File: src/sv/qmco_pkg.sv
`timescale 1ns / 1ps
package qmco_pkg;

	// Internal map width; the sample field is 32 bits, so saturation never
	// goes beyond 32 bits.
	localparam int VALUE_WIDTH = 32;
	localparam int SAT_BITS    = (VALUE_WIDTH < 32) ? VALUE_WIDTH : 32;

	localparam int DATA_W      = 32;
	localparam int CFG_INDEX_W = 3;
	localparam int STEP_W      = 4;

	// Register indexes of the configuration port.
	localparam logic [CFG_INDEX_W-1:0] CFG_COEF_A = 3'd0;
	localparam logic [CFG_INDEX_W-1:0] CFG_COEF_B = 3'd1;
	localparam logic [CFG_INDEX_W-1:0] CFG_COEF_C = 3'd2;
	localparam logic [CFG_INDEX_W-1:0] CFG_ISR    = 3'd3;
	localparam logic [CFG_INDEX_W-1:0] CFG_SEED   = 3'd4;

	localparam logic signed [DATA_W-1:0] COEF_A_RST = 32'sd16777216;
	localparam logic signed [DATA_W-1:0] COEF_B_RST = -32'sd16777216;
	localparam logic signed [DATA_W-1:0] COEF_C_RST = -32'sd12582912;
	localparam logic [DATA_W-1:0]        ISR_RST    = 32'd89478;

	// 1.0 in Q3.29 and the step clip level in Q20.44.
	localparam logic signed [DATA_W-1:0] PHASE_ONE = 32'sd536870912;
	localparam logic signed [63:0]       STEP_CLIP = 64'sd17592186044416;

	localparam logic signed [63:0] SAT_HI = (64'sd1 <<< (SAT_BITS - 1)) - 64'sd1;
	localparam logic signed [63:0] SAT_LO = -SAT_HI - 64'sd1;

	typedef enum logic [2:0] {
		MUL_NONE,
		MUL_HZ_ISR,
		MUL_Y_Y,
		MUL_B_Y,
		MUL_A_SQLO,
		MUL_A_SQHI
	} mul_sel_t;

	typedef enum logic [2:0] {
		OP_WAIT_IN,
		OP_PHASE,
		OP_SQ,
		OP_LOAD,
		OP_ADD,
		OP_SHC,
		OP_SAT,
		OP_EMIT
	} dp_op_t;

	typedef enum logic [1:0] {
		JC_NEXT,
		JC_IN,
		JC_NOTRIG,
		JC_OUT
	} jump_t;

	typedef struct packed {
		mul_sel_t          mul;
		dp_op_t            op;
		jump_t             jump;
		logic [STEP_W-1:0] target;
	} ctrl_t;

	typedef struct packed {
		logic in_fire;
		logic out_free;
		logic trig;
	} status_t;

	localparam logic [STEP_W-1:0] STEP_IDLE = 4'd0;
	localparam logic [STEP_W-1:0] STEP_EMIT = 4'd9;

	// Microprogram. Each product is registered at the end of its step, and a
	// step that consumes a product reads the most recent one.
	function automatic ctrl_t ucode(input logic [STEP_W-1:0] step);
		ctrl_t c;
		c = '{MUL_NONE, OP_WAIT_IN, JC_IN, STEP_IDLE};
		unique case (step)
			4'd0: c = '{MUL_NONE,   OP_WAIT_IN, JC_IN,     STEP_IDLE};
			4'd1: c = '{MUL_HZ_ISR, OP_SAT,     JC_NEXT,   STEP_IDLE};
			4'd2: c = '{MUL_Y_Y,    OP_PHASE,   JC_NOTRIG, STEP_EMIT};
			4'd3: c = '{MUL_B_Y,    OP_SQ,      JC_NEXT,   STEP_IDLE};
			4'd4: c = '{MUL_A_SQLO, OP_LOAD,    JC_NEXT,   STEP_IDLE};
			4'd5: c = '{MUL_A_SQHI, OP_ADD,     JC_NEXT,   STEP_IDLE};
			4'd6: c = '{MUL_NONE,   OP_SHC,     JC_NEXT,   STEP_IDLE};
			4'd7: c = '{MUL_NONE,   OP_ADD,     JC_NEXT,   STEP_IDLE};
			4'd8: c = '{MUL_NONE,   OP_SAT,     JC_NEXT,   STEP_IDLE};
			4'd9: c = '{MUL_NONE,   OP_EMIT,    JC_OUT,    STEP_IDLE};
			default: c = '{MUL_NONE, OP_WAIT_IN, JC_IN, STEP_IDLE};
		endcase
		return c;
	endfunction

	function automatic logic signed [DATA_W-1:0] sat_value(input logic signed [63:0] v);
		logic signed [63:0] r;
		r = v;
		if (v > SAT_HI) begin
			r = SAT_HI;
		end else if (v < SAT_LO) begin
			r = SAT_LO;
		end
		return r[DATA_W-1:0];
	endfunction

endpackage

File: src/sv/qmco_ifs.sv
`timescale 1ns / 1ps
interface qmco_freq_if;
	logic        valid;
	logic        ready;
	logic [31:0] frequency;

	modport source(output valid, output frequency, input ready);
	modport sink(input valid, input frequency, output ready);
endinterface

interface qmco_result_if;
	logic        valid;
	logic        ready;
	logic [31:0] sample;
	logic        updated;

	modport source(output valid, output sample, output updated, input ready);
	modport sink(input valid, input sample, input updated, output ready);
endinterface

interface qmco_cfg_if;
	logic        valid;
	logic        ready;
	logic [2:0]  index;
	logic [31:0] data;

	modport source(output valid, output index, output data, input ready);
	modport sink(input valid, input index, input data, output ready);
endinterface

File: src/sv/qmco_sequencer.sv
`timescale 1ns / 1ps
module qmco_sequencer
	import qmco_pkg::*;
(
	input  logic    clk,
	input  logic    arst_n,
	input  status_t status,
	output ctrl_t   ctrl
);

	logic [STEP_W-1:0] step_q;
	logic [STEP_W-1:0] step_next;

	assign ctrl = ucode(step_q);

	always_comb begin
		step_next = step_q + 4'd1;
		unique case (ctrl.jump)
			JC_NEXT:   step_next = step_q + 4'd1;
			JC_IN:     step_next = status.in_fire ? step_q + 4'd1 : step_q;
			JC_NOTRIG: step_next = status.trig ? step_q + 4'd1 : ctrl.target;
			JC_OUT:    step_next = status.out_free ? ctrl.target : step_q;
			default:   step_next = STEP_IDLE;
		endcase
	end

	always_ff @(posedge clk or negedge arst_n) begin
		if (!arst_n) begin
			step_q <= STEP_IDLE;
		end else begin
			step_q <= step_next;
		end
	end

endmodule

File: src/sv/qmco_datapath.sv
`timescale 1ns / 1ps
module qmco_datapath
	import qmco_pkg::*;
(
	input  logic   clk,
	input  logic   arst_n,
	input  ctrl_t  ctrl,
	output status_t status,
	qmco_freq_if.sink     freq_ch,
	qmco_result_if.source result_ch,
	qmco_cfg_if.sink      cfg
);

	logic signed [DATA_W-1:0] coef_a_q, coef_b_q, coef_c_q;
	logic [DATA_W-1:0]        isr_q;
	logic signed [DATA_W-1:0] hz_q, phase_q, map_q;
	logic signed [63:0]       prod_q, acc_q;
	logic [38:0]              sq_q;
	logic                     trig_q;
	logic                     out_valid_q, out_updated_q;
	logic [DATA_W-1:0]        out_sample_q;

	logic signed [32:0]       mul_x, mul_y;
	logic signed [65:0]       product;
	logic signed [DATA_W-1:0] step, phase_wrapped;
	logic                     trig, in_fire, out_free, cfg_fire;

	assign in_fire  = (ctrl.op == OP_WAIT_IN) && freq_ch.valid;
	assign out_free = !out_valid_q || result_ch.ready;
	assign cfg_fire = cfg.valid;

	assign freq_ch.ready     = (ctrl.op == OP_WAIT_IN);
	assign cfg.ready         = 1'b1;
	assign result_ch.valid   = out_valid_q;
	assign result_ch.sample  = out_sample_q;
	assign result_ch.updated = out_updated_q;

	assign status = '{in_fire: in_fire, out_free: out_free, trig: trig};

	// Operand selection for the one shared 33 x 33 multiplier.
	always_comb begin
		mul_x = '0;
		mul_y = '0;
		case (ctrl.mul)
			MUL_HZ_ISR: begin
				mul_x = {hz_q[DATA_W-1], hz_q};
				mul_y = {1'b0, isr_q};
			end
			MUL_Y_Y: begin
				mul_x = {map_q[DATA_W-1], map_q};
				mul_y = {map_q[DATA_W-1], map_q};
			end
			MUL_B_Y: begin
				mul_x = {coef_b_q[DATA_W-1], coef_b_q};
				mul_y = {map_q[DATA_W-1], map_q};
			end
			MUL_A_SQLO: begin
				mul_x = {coef_a_q[DATA_W-1], coef_a_q};
				mul_y = {9'b0, sq_q[23:0]};
			end
			MUL_A_SQHI: begin
				mul_x = {coef_a_q[DATA_W-1], coef_a_q};
				mul_y = {18'b0, sq_q[38:24]};
			end
			default: begin
				mul_x = '0;
				mul_y = '0;
			end
		endcase
	end

	assign product = mul_x * mul_y;

	// Phase step from the clipped frequency product, and the wrap test.
	always_comb begin
		if (prod_q >= STEP_CLIP) begin
			step = PHASE_ONE;
		end else if (prod_q <= -STEP_CLIP) begin
			step = -PHASE_ONE;
		end else begin
			step = prod_q[46:15];
		end
		if (!hz_q[DATA_W-1]) begin
			trig          = (phase_q >= PHASE_ONE);
			phase_wrapped = trig ? phase_q - PHASE_ONE : phase_q;
		end else begin
			trig          = (phase_q <= 32'sd0);
			phase_wrapped = trig ? phase_q + PHASE_ONE : phase_q;
		end
	end

	always_ff @(posedge clk) begin
		if (ctrl.mul != MUL_NONE) begin
			prod_q <= product[63:0];
		end
		case (ctrl.op)
			OP_WAIT_IN: begin
				if (in_fire) begin
					hz_q <= freq_ch.frequency;
				end
			end
			OP_SQ:   sq_q  <= prod_q[62:24];
			OP_LOAD: acc_q <= prod_q;
			OP_ADD:  acc_q <= acc_q + prod_q;
			OP_SHC:  acc_q <= (acc_q >>> 24) + $signed({{32{coef_c_q[DATA_W-1]}}, coef_c_q});
			default: ;
		endcase
		if ((ctrl.op == OP_EMIT) && out_free) begin
			out_sample_q  <= map_q;
			out_updated_q <= trig_q;
		end
	end

	always_ff @(posedge clk or negedge arst_n) begin
		if (!arst_n) begin
			coef_a_q    <= COEF_A_RST;
			coef_b_q    <= COEF_B_RST;
			coef_c_q    <= COEF_C_RST;
			isr_q       <= ISR_RST;
			phase_q     <= PHASE_ONE;
			map_q       <= '0;
			trig_q      <= 1'b0;
			out_valid_q <= 1'b0;
		end else begin
			if (cfg_fire) begin
				case (cfg.index)
					CFG_COEF_A: coef_a_q <= cfg.data;
					CFG_COEF_B: coef_b_q <= cfg.data;
					CFG_COEF_C: coef_c_q <= cfg.data;
					CFG_ISR:    isr_q    <= cfg.data;
					CFG_SEED:   map_q    <= sat_value({{32{cfg.data[31]}}, cfg.data});
					default: ;
				endcase
			end
			if (ctrl.op == OP_PHASE) begin
				phase_q <= phase_wrapped + step;
				trig_q  <= trig;
			end
			if ((ctrl.op == OP_SAT) && (ctrl.mul == MUL_NONE)) begin
				map_q <= sat_value(acc_q);
			end
			if ((ctrl.op == OP_EMIT) && out_free) begin
				out_valid_q <= 1'b1;
			end else if (result_ch.ready) begin
				out_valid_q <= 1'b0;
			end
		end
	end

endmodule

File: src/sv/quadratic_map_chaos_oscillator_core.sv
`timescale 1ns / 1ps
// Quadratic-map chaotic oscillator.
// Each request on freq_ch carries one audio sample of a signed update rate
// (Q20.12 Hz). A phase accumulator advances by frequency / sample rate; each
// time it wraps, the held value y becomes a*y*y + b*y + c (Q8.24, saturated).
// Every request yields exactly one request on result_ch with the held value
// and a flag that tells whether it was recomputed for this sample.
// Registers are written over cfg (index 0..4: coef_a, coef_b, coef_c,
// inv_sample_rate, seed_value); a seed write loads the map value at once.
// cfg is always ready; the user must write it only while the block is idle,
// which the block itself does not enforce. A microcoded sequencer steps one
// shared 33 x 33 multiplier through the work: a sample without a wrap goes
// from the phase step straight to emit, one with a wrap first runs the map
// update; the next request is taken in the idle step after emit, so a new
// sample is never taken before the last one is in the output register.
// The output register holds a result while the receiver stalls; the
// sequencer waits on the emit step until that register is free.
// Reset restores the register defaults, the phase to 1.0 and the map to 0.
module quadratic_map_chaos_oscillator_core
	import qmco_pkg::*;
(
	input logic clk,
	input logic arst_n,
	qmco_freq_if.sink     freq_ch,
	qmco_result_if.source result_ch,
	qmco_cfg_if.sink      cfg
);

	ctrl_t   ctrl;
	status_t status;

	// Step counter and microprogram ROM.
	qmco_sequencer u_seq (
		.clk    (clk),
		.arst_n (arst_n),
		.status (status),
		.ctrl   (ctrl)
	);

	// Registers, shared multiplier, accumulator and output register.
	qmco_datapath u_dp (
		.clk       (clk),
		.arst_n    (arst_n),
		.ctrl      (ctrl),
		.status    (status),
		.freq_ch   (freq_ch),
		.result_ch (result_ch),
		.cfg       (cfg)
	);

endmodule

File: src/flat_wrapper.sv
// flat-port wrapper written by rule: the top's interface ports become plain ports
module quadratic_map_chaos_oscillator_core_flat import qmco_pkg::*;
  (clk, arst_n, freq_ch_valid, freq_ch_frequency, freq_ch_ready, result_ch_valid, result_ch_sample, result_ch_updated, result_ch_ready, cfg_valid, cfg_index, cfg_data, cfg_ready);
  qmco_freq_if freq_ch_i ();
  qmco_result_if result_ch_i ();
  qmco_cfg_if cfg_i ();
  input logic clk;
  input logic arst_n;
  input wire logic [$bits(freq_ch_i.valid)-1:0] freq_ch_valid;
  input wire logic [$bits(freq_ch_i.frequency)-1:0] freq_ch_frequency;
  output wire logic [$bits(freq_ch_i.ready)-1:0] freq_ch_ready;
  output wire logic [$bits(result_ch_i.valid)-1:0] result_ch_valid;
  output wire logic [$bits(result_ch_i.sample)-1:0] result_ch_sample;
  output wire logic [$bits(result_ch_i.updated)-1:0] result_ch_updated;
  input wire logic [$bits(result_ch_i.ready)-1:0] result_ch_ready;
  input wire logic [$bits(cfg_i.valid)-1:0] cfg_valid;
  input wire logic [$bits(cfg_i.index)-1:0] cfg_index;
  input wire logic [$bits(cfg_i.data)-1:0] cfg_data;
  output wire logic [$bits(cfg_i.ready)-1:0] cfg_ready;
  assign freq_ch_i.valid = freq_ch_valid;
  assign freq_ch_i.frequency = freq_ch_frequency;
  assign freq_ch_ready = freq_ch_i.ready;
  assign result_ch_valid = result_ch_i.valid;
  assign result_ch_sample = result_ch_i.sample;
  assign result_ch_updated = result_ch_i.updated;
  assign result_ch_i.ready = result_ch_ready;
  assign cfg_i.valid = cfg_valid;
  assign cfg_i.index = cfg_index;
  assign cfg_i.data = cfg_data;
  assign cfg_ready = cfg_i.ready;
  quadratic_map_chaos_oscillator_core u_core (.clk(clk), .arst_n(arst_n), .freq_ch(freq_ch_i), .result_ch(result_ch_i), .cfg(cfg_i));
endmodule
File: config.mk
export PLATFORM = sky130hd
export DESIGN_NAME = quadratic_map_chaos_oscillator_core_flat
export DESIGN_NICKNAME = d
export VERILOG_FILES = /design/src/sv/qmco_pkg.sv /design/src/sv/qmco_ifs.sv /design/src/sv/qmco_sequencer.sv /design/src/sv/qmco_datapath.sv /design/src/sv/quadratic_map_chaos_oscillator_core.sv /design/src/flat_wrapper.sv
export SDC_FILE = /design/constraint.sdc
export NUM_CORES = 2
export LEC_CHECK = 0
export ABC_AREA = 0
export BUFFER_PORTS_ARGS = -buffer_cell sky130_fd_sc_hd__buf_2
export CAP_MARGIN = 20
export CORE_UTILIZATION = 64
export DETAILED_ROUTE_END_ITERATION = 8
export HOLD_SLACK_MARGIN = 0.15
export PLACE_DENSITY = 0.81
export RECOVER_POWER = 100
export SLEW_MARGIN = 30
export SYNTH_ARGS = -nofsm -noshare
export SYNTH_HDL_FRONTEND = slang
export SYNTH_SLANG_ARGS = --single-unit
File: constraint.sdc
create_clock -name clk -period 11.6 [get_ports clk]
set_input_delay 2.9 -clock clk [delete_from_list [all_inputs] [get_ports clk]]
set_output_delay 2.9 -clock clk [all_outputs]
set_load 0.01 [all_outputs]
Word-level counts from Yosys, hierarchy flattened
Memory sizes are Yosys's and may differ from the RTL's.
Index checks and enable logic that the tools add are counted.
- flip-flop bits (word level): 430
- memory bits (read-only): 160
- output and inout bits: 36
- memories kept: 1
- memories (name ; words ; bits a word ; read ports ; clocked after memory_dff ; wr ports ; RTL line ; RTL):
    (name not given) ; 16 ; 10 ; 1 ; 0 ; 0 ; qmco_pkg.sv:80 ; unique case (step)
- $add $sub $neg: 6
- multipliers: 1
- $lt $le $gt $ge: 8
- eq/ne operators: 21
- muxes and demuxes: 22
- reductions and logical operators: 23
- operator list (kind ; number):
    2-to-1 mux 32 bit ; 12
    one-hot mux 33 bit (4 select lines) ; 2
    one-hot mux 64 bit (3 select lines) ; 1
    adder 64 bit ; 1
    greater-or-equal comparator 64 x 46 -> 1 bit (second input constant) ; 1
    greater-than comparator 64 x 32 -> 1 bit (second input constant) ; 1
    less-or-equal comparator 64 x 45 -> 1 bit (second input constant) ; 1
    less-than comparator 64 x 32 -> 1 bit (second input constant) ; 1
    multiplier 33 x 33 -> 64 bit ; 1
    adder 40 x 32 -> 41 bit ; 1
    adder 32 x 31 -> 32 bit (second input constant) ; 1
    adder 32 bit ; 1
    greater-or-equal comparator 32 x 31 -> 1 bit (second input constant) ; 1
    greater-than comparator 32 bit (second input constant) ; 1
    less-or-equal comparator 32 x 1 -> 1 bit (second input constant) ; 1
    less-than comparator 32 bit (second input constant) ; 1
    subtractor 32 x 31 -> 32 bit (second input constant) ; 1
    == test 3 bit (second input constant) ; 7
    == test 3 x 2 -> 1 bit (second input constant) ; 6
    one-hot mux 4 bit (4 select lines) ; 1
    AND reduction 2 bit ; 7
    2-to-1 mux 4 bit ; 3
    == test 3 x 1 -> 1 bit (second input constant) ; 3
    zero test 3 bit ; 3
    12 further kinds ; 22

Longest topological paths before layout
- depth after elaboration: 6
- mapped depth: 40
- gate-level depth less buffers: 36

Hierarchy
From an unflattened synthesis, not the netlist that was laid out.
- cells, all modules: 6638
- area, all modules: 62368.6 sq um
- by module, submodules not included (module ; instances ; cells each ; area each (sq um) ; sequential area each (sq um)):
    qmco_datapath ; 1 ; 6578 ; 61900.6 ; 11856.4
    qmco_sequencer ; 1 ; 60 ; 467.9 ; 100.1

Worst setup path after synthesis
Ideal clock, no wire load.
- path kind: register to register
- from: register u_core.u_seq.step_q[1]
- to: register u_core.u_dp.prod_q[63], data pin
- setup time: 0.263 ns
- data arrival time: 9.248 ns
- slack: 2.089 ns
- cell stages (with the launch flop): 38
- path buffers: 4
- path through: dfrtp_1 -> inv_1 -> ha_1 -> nand2_1 -> o21a_1 -> nor3_1 -> clkbuf_1 -> clkbuf_1 -> buf_1 -> a221oi_1 -> clkbuf_1 -> nor2_1 -> fa_1 -> inv_1 -> fa_1 -> inv_1 -> fa_1 -> inv_1 -> [2 not listed] -> fa_1 -> fa_1 -> inv_1 -> fa_1 -> fa_1 -> inv_1 -> ha_1 -> a21o_1 -> a31o_2 -> a311oi_1 -> o211ai_1 -> a21oi_1 -> o31ai_2 -> o22ai_2 -> o21ai_1 -> a21o_1 -> a311oi_1 -> xnor2_1
- word-level cells in the longest chain between the ends: 5
- elaborated cells between the ends (all ways): 11
- those cells by class: mul: 1; eq/ne: 5; mux: 2; reduce/logical: 2; memory: 1
- RTL lines (what ; RTL line ; RTL):
    start: declaration ; qmco_sequencer.sv:11 ; logic [STEP_W-1:0] step_q;
    start signal: assignment ; qmco_sequencer.sv:31 ; step_q <= step_next;
    memory read (16 x 10 bit) * ; - ;
    == test 3 bit or == test 3 x 2 -> 1 bit (tied branches) ; qmco_datapath.sv:44 ; case (ctrl.mul)
    OR reduction 2 bit (no line) ; - ;
    one-hot mux 33 bit (4 select lines) ; qmco_datapath.sv:44 ;
    multiplier 33 x 33 -> 64 bit * ; qmco_datapath.sv:72 ; assign product = mul_x * mul_y;
    named net u_core.u_dp.product[63] ; qmco_datapath.sv:24 ; logic signed [65:0] product;
    end signal: assignment ; qmco_datapath.sv:94 ; prod_q <= product[63:0];
    end: declaration ; qmco_datapath.sv:17 ; logic signed [63:0] prod_q, acc_q;
Mark *: on every way through the listed nets, which the timed path passes. The rest lies on a longest branch.
A chain may end at the register's enable or synchronous reset.

Worst setup path after layout
- from: register u_core.u_seq.step_q[0]
- to: register u_core.u_dp.prod_q[63], data pin
The elaborated chain is that of the path after synthesis.

==> metrics <==
status=finished with violations; failing checks=max-capacitance violations, max-slew violations; Synth Area per Inst=9.43 µm²; crit-path max cell delay=800 ps; Setup Buffers After CTS=0; clock-pin slew of the registers on the worst-case setup and hold paths=70 ps; # clock sinks=430; max-cap check violation count=19; Die Height=313 µm; grt total ovfl=0; first-pass GRT wire length=317,000 µm; Wirelength per Cell=26.7 µm; setup violators final=0; chip width=313 µm; register bit count reported by yosys=430; Most used DFF post-synth=edfxtp_1; vias in the first global route=52,089; # hold bufs at CTS=0; # rows=113; Post-synth EDFFs=232; Initial DRC Count=5,660; critical path arrival=11,840 ps; unrepaired setup endpoints after global routing=no; CTS Buffer Depth=3; Crit Path Class=reg2reg; all-layer global routing usage=43.9%; ys async rst share=46.0%; Initial Utilization=64.8%; Die ar.=97,900 µm²; mapped cell area=61,900 µm²; Synthesis Warnings=0; Least-Margin Pin Slew=4650 ps; antenna-violating nets left=0; final period utilization=99.1%; Slew headroom=-210%; Top Registers=u_core.u_dp.acc_q x64, u_core.u_dp.prod_q x64, u_core.u_dp.sq_q x39; Syn Nets=8,095; Final #Nets=8,122; initial antenna violation count=13; fmax=87.0 MHz; clk_lat worst skew=600 ps; Netlist cell types=87; Post-route DRC=0; Startpoint Class=flip-flop; routed wire length=211,000 µm; synth-to-layout area growth=6.77%; TritonRoute pass-1 iters=9; CTS tree=done; number of H-tree levels=2; max-slew violation count=810; I/O Pins=108; CP most frequent cell=fa_1; Final min period=11,500 ps; GPL Wtd Cong=1.05; core area=95,400 µm²; Critical Path Sink Type=flip-flop; sequential area share after synthesis=19.3%; largest net degree at the start of global routing=80; number of port buffers=106; Resized Gates After CTS=0; CTS root buf=clkbuf_16; Clock Skews=26.8 ps; setup_tns=0 ps; crit path max fanout=32; cts bufs inserted=43; CP Data Required Time=11,940 ps; Via Count=50,812; HPWL Detailed=167,000 µm; Hold WC Path Type=reg2reg; final hold vios=0; CP max-delay cell=o21ai_4; layout cells sized above 1=8.11%; post-synthesis cell count=6,562; Via density=6.44
critical path: cells and delay by family (launching register included):
kind | cells | cell delay [ps]
flops | 1 | 590
simple gates | 2 | 290
xor+xnor | 1 | 100
fa+ha+maj | 9 | 4240
compound gates | 13 | 5070
buf+inv | 7 | 940
per-layer routing:
metal | vias to the layer above | part of all wire (%) | global-route usage (%)
li1 | 20956 | - | -
met2 | 3718 | 43 | 65.2
met1 | 25049 | 34 | 55.0
met5 | - | 0.056 | 0
met3 | 1081 | 15 | 15.1
met4 | 8 | 8.8 | 28.4
cell usage after synthesis (41+ instances only):
| cell type | n | area, µm² |
|---|---|---|
| o21ai_0 | 202 | 1010 |
| nor2b_1 | 53 | 332 |
| mux2_2 | 135 | 1520 |
| clkbuf_1 | 290 | 1090 |
| nand2_1 | 847 | 3180 |
| inv_1 | 1144 | 4290 |
| dfrtp_1 | 170 | 4250 |
| edfxtp_1 | 232 | 6970 |
| a21oi_1 | 273 | 1370 |
| fa_1 | 1108 | 22200 |
| nand4_1 | 44 | 275 |
| a221oi_1 | 46 | 403 |
| xnor2_1 | 114 | 998 |
| nand2b_1 | 46 | 288 |
| nor2_1 | 661 | 2480 |
| xor2_1 | 81 | 709 |
| a221o_1 | 56 | 561 |
| ha_1 | 353 | 4420 |
| and2_1 | 61 | 382 |
| a21o_1 | 113 | 848 |
| nor4_1 | 41 | 257 |
final cells by class:
cell class / instances / area, µm²
diodes: 6 / 15.0
well taps: 1265 / 1580
fillers: 7323 / 29400
flip-flops and latches: 430 / 12000
clock inverters: 18 / 259
clock buffers: 62 / 1250
inverters: 1144 / 4290
repair buffers: 301 / 1830
multi-input cells: 4669 / 44900
cells by family (layout without fill, tap and decap cells):
kind of cell,count (synthesis),in the layout,share of synthesized area (%)
DFF,430,430,19.3
adders and majority gates,1461,1461,43.0
AOI/OAI and AO/OA,977,977,10.5
muxes,139,139,2.52
xor gates and xnor gates,195,195,2.76
buffers and inverters,1463,1525,8.89
other,1,7,0.00606
and+or+nand+nor,1896,1896,13.0
per-stage QoR:
| step | instance area (µm²) | util (%) | setup WS [ps] | instances | hold WS, ps |
|---|---|---|---|---|---|
| after floorplan | 61900 | - | 2090 | 6562 | 419 |
| after global placement | 64700 | 67.8 | 792 | 7803 | 444 |
| after detailed placement | 64800 | 67.9 | 659 | 7806 | 441 |
| after CTS | 66300 | 69.5 | 619 | 7886 | 456 |
| after global routing | 66000 | 69.2 | 48.6 | 7890 | 484 |
| final | 66100 | 69.2 | 103 | 7895 | 458 |
final timing paths:
kind | start | slack (ps) | cells past startpoint | to
max | u_core.u_seq.step_q[0]$_DFFE_PN0P_ | 100 | 32 | u_core.u_dp.prod_q[63]$_DFFE_PP_
min | u_core.u_dp.trig_q$_DFFE_PN0N_ | 460 | 0 | u_core.u_dp.result_ch.updated$_DFFE_PP_
max reg2reg | u_core.u_seq.step_q[0]$_DFFE_PN0P_ | 100 | 32 | u_core.u_dp.prod_q[63]$_DFFE_PP_
min reg2reg | u_core.u_dp.trig_q$_DFFE_PN0N_ | 460 | 0 | u_core.u_dp.result_ch.updated$_DFFE_PP_
max in group asynchronous | arst_n | 2490 | 2 | u_core.u_dp.phase_q[25]$_DFFE_PN0N_
min in group asynchronous | arst_n | 3960 | 1 | u_core.u_dp.map_q[30]$_DFFE_PN0P_
cell usage in the layout, fill, tap and decap left out, types with 53 or more instances in the layout:
cell and n:
xor2_1 81, mux2_2 133, and2_1 57, edfxtp_1 232, a221o_1 55, a21o_1 113
fa_1 1108, nand2_1 847, xnor2_1 114, nor2b_1 53, ha_1 353, o21ai_0 206
dfrtp_1 170, buf_2 57, buf_4 151, nor2_1 656, clkbuf_1 101, inv_1 1144
a21oi_1 272
Power is not shown: default switching activity piles up to over one toggle a cycle in this logic, so the estimate is an artifact.
